`config.mk`:
```
export PLATFORM = sky130hd
export DESIGN_NAME = iprh_decode
export DESIGN_NICKNAME = d
export VERILOG_FILES = /design/src/image_part_reassembly_with_history_core_defines.svh /design/src/iprh_pkg.sv /design/src/iprh_decode.sv
export SDC_FILE = /design/constraint.sdc
export NUM_CORES = 1
export LEC_CHECK = 0
export ABC_CLOCK_PERIOD_IN_PS = 3100
export BUFFER_PORTS_ARGS = -buffer_cell sky130_fd_sc_hd__buf_2
export CORE_AREA = 2 2 41 43
export DETAILED_ROUTE_END_ITERATION = 7
export DIE_AREA = 0 0 43 45
export PLACE_DENSITY = 0.95
export RECOVER_POWER = 100
export SETUP_SLACK_MARGIN = 0.2
export SLEW_MARGIN = 30
export SYNTH_ARGS = -nofsm -noshare
export SYNTH_HDL_FRONTEND = slang
export SYNTH_SLANG_ARGS = --single-unit
```
`constraint.sdc`:
```
create_clock -name vclk -period 3.1
set_input_delay 0.62 -clock vclk [all_inputs]
set_output_delay 0.62 -clock vclk [all_outputs]
set_load 0.01 [all_outputs]
```
`src/image_part_reassembly_with_history_core_defines.svh`:
```
// Assertion macros for the image part reassembly core.
// Sampled on clk_i, disabled while rst_ni is low.
`ifndef IMAGE_PART_REASSEMBLY_WITH_HISTORY_CORE_DEFINES_SVH
`define IMAGE_PART_REASSEMBLY_WITH_HISTORY_CORE_DEFINES_SVH

`define IPRH_ASSERT(name, prop) \
  name: assert property (@(posedge clk_i) disable iff (!rst_ni) prop) \
    else $error("iprh assertion failed");

`define IPRH_NEVER(name, cond) \
  name: assert property (@(posedge clk_i) disable iff (!rst_ni) !(cond)) \
    else $error("iprh forbidden condition");

`endif

```
`src/iprh_pkg.sv`:
```
// Shared word types and codes for the image part reassembly core.
// No dependencies.
package iprh_pkg;

  typedef struct packed {
    logic       operation;
    logic [15:0] image_number;
    logic [3:0] part_index;
    logic [6:0] byte_offset;
    logic [7:0] byte_value;
    logic       part_end;
    logic [3:0] read_slot;
    logic [4:0] read_row;
    logic [4:0] read_col;
  } in_word_t;

  typedef struct packed {
    logic [1:0] status;
    logic [7:0] pixel_value;
    logic [3:0] frames_stored;
    logic [3:0] newest_slot;
    logic [7:0] parts_mask;
  } out_word_t;

  typedef struct packed {
    logic part_ok;
    logic byte_ok;
    logic slot_ok;
    logic in_frame;
  } dec_t;

  localparam logic OP_WRITE = 1'b0;
  localparam logic OP_READ  = 1'b1;

  localparam logic [1:0] ST_OK       = 2'd0;
  localparam logic [1:0] ST_DONE     = 2'd1;
  localparam logic [1:0] ST_BAD_PART = 2'd2;
  localparam logic [1:0] ST_BAD_SLOT = 2'd3;

  localparam logic [7:0] DIGIT_ZERO = 8'h30;

endpackage

```
`src/iprh_decode.sv`:
```
// Word decoder: part and slot checks, assembly and pixel addresses.
// Depends on iprh_pkg.
module iprh_decode #(
  parameter int unsigned FRAME_PIXELS  = 1024,
  parameter int unsigned PART_COUNT    = 8,
  parameter int unsigned HISTORY_DEPTH = 10,
  parameter int unsigned FRAME_SIDE    = 32,
  localparam int unsigned PW = $clog2(FRAME_PIXELS)
) (
  input  iprh_pkg::in_word_t     word_i,
  output iprh_pkg::dec_t         dec_o,
  output logic [PW-1:0]          store_addr_o,
  output logic [PW-1:0]          pix_addr_o,
  output logic [PART_COUNT-1:0]  part_sel_o
);
  import iprh_pkg::*;

  localparam int unsigned PART_BYTES = FRAME_PIXELS / PART_COUNT;
  localparam int unsigned SPW        = PW + 5;
  localparam int unsigned SIDE_W     = $clog2(FRAME_SIDE + 1);
  localparam int unsigned PPW        = PW + SIDE_W + 6;

  logic [3:0]     part_m1;
  logic [SPW-1:0] spos;
  logic [PPW-1:0] ppos;

  always_comb begin
    part_m1 = word_i.part_index - 4'd1;
    spos = SPW'(part_m1) * SPW'(PART_BYTES) + SPW'(word_i.byte_offset);
    ppos = PPW'(word_i.read_row) * PPW'(FRAME_SIDE) + PPW'(word_i.read_col);

    dec_o.part_ok = (word_i.part_index != 4'd0) &&
                    (32'(word_i.part_index) <= PART_COUNT);
    dec_o.byte_ok = dec_o.part_ok && (word_i.byte_value != 8'd0) &&
                    (32'(word_i.byte_offset) < PART_BYTES) &&
                    (32'(spos) < FRAME_PIXELS);
    dec_o.slot_ok = 32'(word_i.read_slot) < HISTORY_DEPTH;
    dec_o.in_frame = (32'(word_i.read_row) < FRAME_SIDE) &&
                     (32'(word_i.read_col) < FRAME_SIDE) &&
                     (32'(ppos) < FRAME_PIXELS);

    store_addr_o = spos[PW-1:0];
    pix_addr_o   = ppos[PW-1:0];
    part_sel_o   = dec_o.part_ok ? (PART_COUNT'(1) << part_m1) : '0;
  end

endmodule

```
# [After elaboration in Yosys (flattened, before gate mapping)]
# Index checks and enable logic that the tools add are counted.
[totals] regBits=0 in_bits=51 out_inout_bits=32 elab_cells=14
[op_classes] add_sub_neg=3 magnitude_cmp=4 shifts=1 muxes=1 reduce_logical=5
[op_table] cell="11-bit by 7-bit adder with 12-bit output" count=1
[op_table] cell="12-bit by 11-bit < comparator with 1-bit output (second input constant)" count=1
[op_table] cell="10-bit by 5-bit adder with 11-bit output" count=1
[op_table] cell="11-bit < comparator (second input constant)" count=1
[op_table] cell="8-bit two-way mux" count=1
[op_table] cell="8-bit nonzero test" count=1
[op_table] cell="1-bit by 4-bit left shift with 8-bit output (first input constant)" count=1
[op_table] cell="4-bit less-or-equal comparator (second input constant)" count=1
[op_table] cell="4-bit < comparator (second input constant)" count=1
[op_table] cell="4-bit nonzero test" count=1
[op_table] cell="4-bit by 1-bit subtractor with 4-bit output (second input constant)" count=1
[op_table] cell="1-bit logical AND" count=3

# [Depth between registers and ports, before layout]
[logic_depth] depth_word=4 depth_mapped=5

# [Worst setup path before layout]
# Ideal clock, no wire load.
[synth_timing] path_type="in2out" start="input port word_i[30] (netlist bit)" end="output port part_sel_o[0]" t_arrival_ps=1615 required_ps=2480 slack_ps=865 path_stages=5 path_cell_list="inv_1 -> ha_1 -> o21ba_4 -> mux2i_1 -> nor3b_1"
[synth_between] elab_chain_cells=3 word_cells_on_any_way=6
[synth_rtl] element="start, declared" line="iprh_decode.sv:10" source="input iprh_pkg::in_word_t word_i,"
[synth_rtl] element="4-bit by 1-bit subtractor with 4-bit output (tied with other cells)" line="iprh_decode.sv:28" source="part_m1 = word_i.part_index - 4'd1;"
[synth_rtl] element="1-bit by 4-bit left shift with 8-bit output or 1-bit logical AND (tied branches)" line="iprh_decode.sv:44, iprh_decode.sv:32"
[synth_rtl] element="8-bit two-way mux (*)" line="iprh_decode.sv:44" source="part_sel_o = dec_o.part_ok ? (PART_COUNT'(1) << part_m1) : '0;"
[synth_rtl] element="end, declared" line="iprh_decode.sv:14" source="output logic [PART_COUNT-1:0] part_sel_o"
# Every way passes the cells marked *; elsewhere a longest branch is shown, timed or not.

# [Final worst setup path]
# Ends and elaborated chain as after synthesis.

==> flow_metrics.tcl <==
set metrics [dict create \
    vias_per_cell 4.47 \
    whs_ps 1240 \
    instances_no_fill 76 \
    power_frac_comb_pct 100.0 \
    drcViolationCount 0 \
    hold_depth 0 \
    overflow 0 \
    fillers 186 \
    grt_antenna_before_repair 0 \
    fin_nets 118 \
    place_congestion 0.734 \
    postCtsHoldBufs 0 \
    wl_per_cell_um 11.1 \
    finalSetupViolCount 0 \
    period_needed_ps 2680 \
    layout_common_cells "buf_2 (17), clkbuf_1 (12), nor2b_1 (5), nor3b_1 (5), ha_1 (5)" \
    hpwl_um 753 \
    grt_pass1_vias 306 \
    clkPwrFrac_pct 0 \
    chipHeight_um 45 \
    drt_wl_total_um 845 \
    path_max_fanout 5 \
    fin_crit_sh_pct 86.5 \
    first_pass_iters 2 \
    switching_share_pct 54.2 \
    netlist_instances 50 \
    rows 14 \
    die_area_um2 1940 \
    grt_pass1_wl_mm 1.28 \
    switchingPower_mw 0.0249 \
    maxCapViolations 0 \
    vias 340 \
    postRouteAntennaNets 0 \
    powerDensity_nw_per_um2 118 \
    seq_cells 0 \
    fmaxAchievable_ghz 0.373 \
    outcome "finished clean" \
    final.setup.tns_ps 0 \
    die_w_um 43 \
    rsz0062_at_grt "false" \
    cp-start-kind "input pin" \
    diodes 0 \
    worstSetupPathType "in -> out" \
    post_cts_resize_count 0 \
    sequentialPowerShare_pct 0 \
    grt_max_degree 10 \
    crit_required_ps 2480 \
    worst_setup_path_end_kind "output port" \
    hold_class "in -> out" \
    worst_ep_arrival_time_ps 2060 \
    grt_usage_pct 8.12 \
    io_pins 83 \
    portBuffers 29 \
    synth_nets 106 \
    postSynthAreaPerCell_um2 7.73 \
    area_growth_syn_to_layout_pct 0.324 \
    coreArea_um2 1470 \
    leakagePower_nw 0.187 \
    post_cts_buffers 0 \
    hold_viol 0 \
    ff_latch_area_um2 0 \
    synth_cell_types 19 \
    start_util_pct 26.3 \
    ir_drop_v 0.0000320 \
    netlist_area_um2 387 \
    slew_viol_final 0 \
    initialDrtViolationCount 3 \
    final_common_cell "buf_2" \
    yosys_warnings 0 \
    post-route-util_pct 26.4 \
    n_clock_buffer 0 \
    layout-drive-gt1-share_pct 30.0 \
    p_int_mw 0.0210 \
    numPlacedInstances 76 \
    synth_seq_area_share_pct 0 \
]
-- logic make-up (layout without fill, tap and decap cells) --
family,Yosys count,count (layout),synth area share [%]
muxes,1,1,2.59
adders and majority gates,5,5,16.2
AOI/OAI and AO/OA,5,5,12.6
xor gates and xnor gates,2,2,4.53
and+or+nand+nor,14,14,23.9
other,1,1,0.970
buffers and inverters,22,32,39.2
-- area by class of cell --
cell class                      count  area [um2]  share of cell area [%]
Inverter                            3        11.3                    2.90
Multi-Input combinational cell     28         226                    58.4
Tap cell                           16        20.0                    5.16
Timing Repair Buffer               29         130                    33.5
-- through the flow --
step           setup WS [ps]  total power, mW  area, um2
5_1_grt                  286           0.0510        388
3_5_place_dp             616           0.0491        412
2_1_floorplan            865           0.0496        387
6_report                 418           0.0458        388
3_3_place_gp             702           0.0470        412
4_1_cts                  598           0.0493        412
-- worst max-delay path: stages --
cell	delay, ps
clkbuf_1	220
inv_1	150
ha_1	280
o21ba_4	240
mux2i_1	120
nor3b_1	250
clkbuf_1	180
-- synthesized netlist by cell type --
| cell | number | area (um2) |
|---|---|---|
| nor4_1 | 2 | 12.5 |
| nor2b_1 | 4 | 25.0 |
| conb_1 | 1 | 3.75 |
| a22oi_1 | 1 | 7.51 |
| buf_2 | 1 | 5.00 |
| a31oi_2 | 1 | 12.5 |
| nor2_1 | 1 | 3.75 |
| buf_4 | 18 | 135 |
| o21ai_0 | 1 | 5.00 |
| inv_1 | 3 | 11.3 |
| o21ba_4 | 1 | 16.3 |
| o21bai_1 | 1 | 7.51 |
| mux2i_1 | 1 | 10.0 |
| ha_1 | 5 | 62.6 |
| nor3b_1 | 5 | 37.5 |
| xnor2_1 | 1 | 8.76 |
| nor2b_2 | 1 | 8.76 |
| nand3_1 | 1 | 5.00 |
| xor2_1 | 1 | 8.76 |
-- layer usage --
layer | up-vias | wire, um | global-route usage [%]
met1 | 165 | 272 | 8.43
met5 | - | 0 | 0
li1 | 165 | - | -
met4 | 0 | 0 | 0.606
met3 | 0 | 67 | 2.00
met2 | 10 | 505 | 17.0
-- final timing paths --
check | slack (ps) | to | start
hold / removal | 1240 | pix_addr_o[4] | word_i[4]
setup / recovery | 420 | part_sel_o[0] | word_i[30]
-- power by group through the flow --
stage               clock network, mW  registers [mW]  logic (mW)
global placement                    0               0      0.0470
finish                              0               0      0.0458
detailed placement                  0               0      0.0491
CTS                                 0               0      0.0493
floorplan                           0               0      0.0496
global route                        0               0      0.0510
Note: power is estimated with default switching activity, not from simulation.
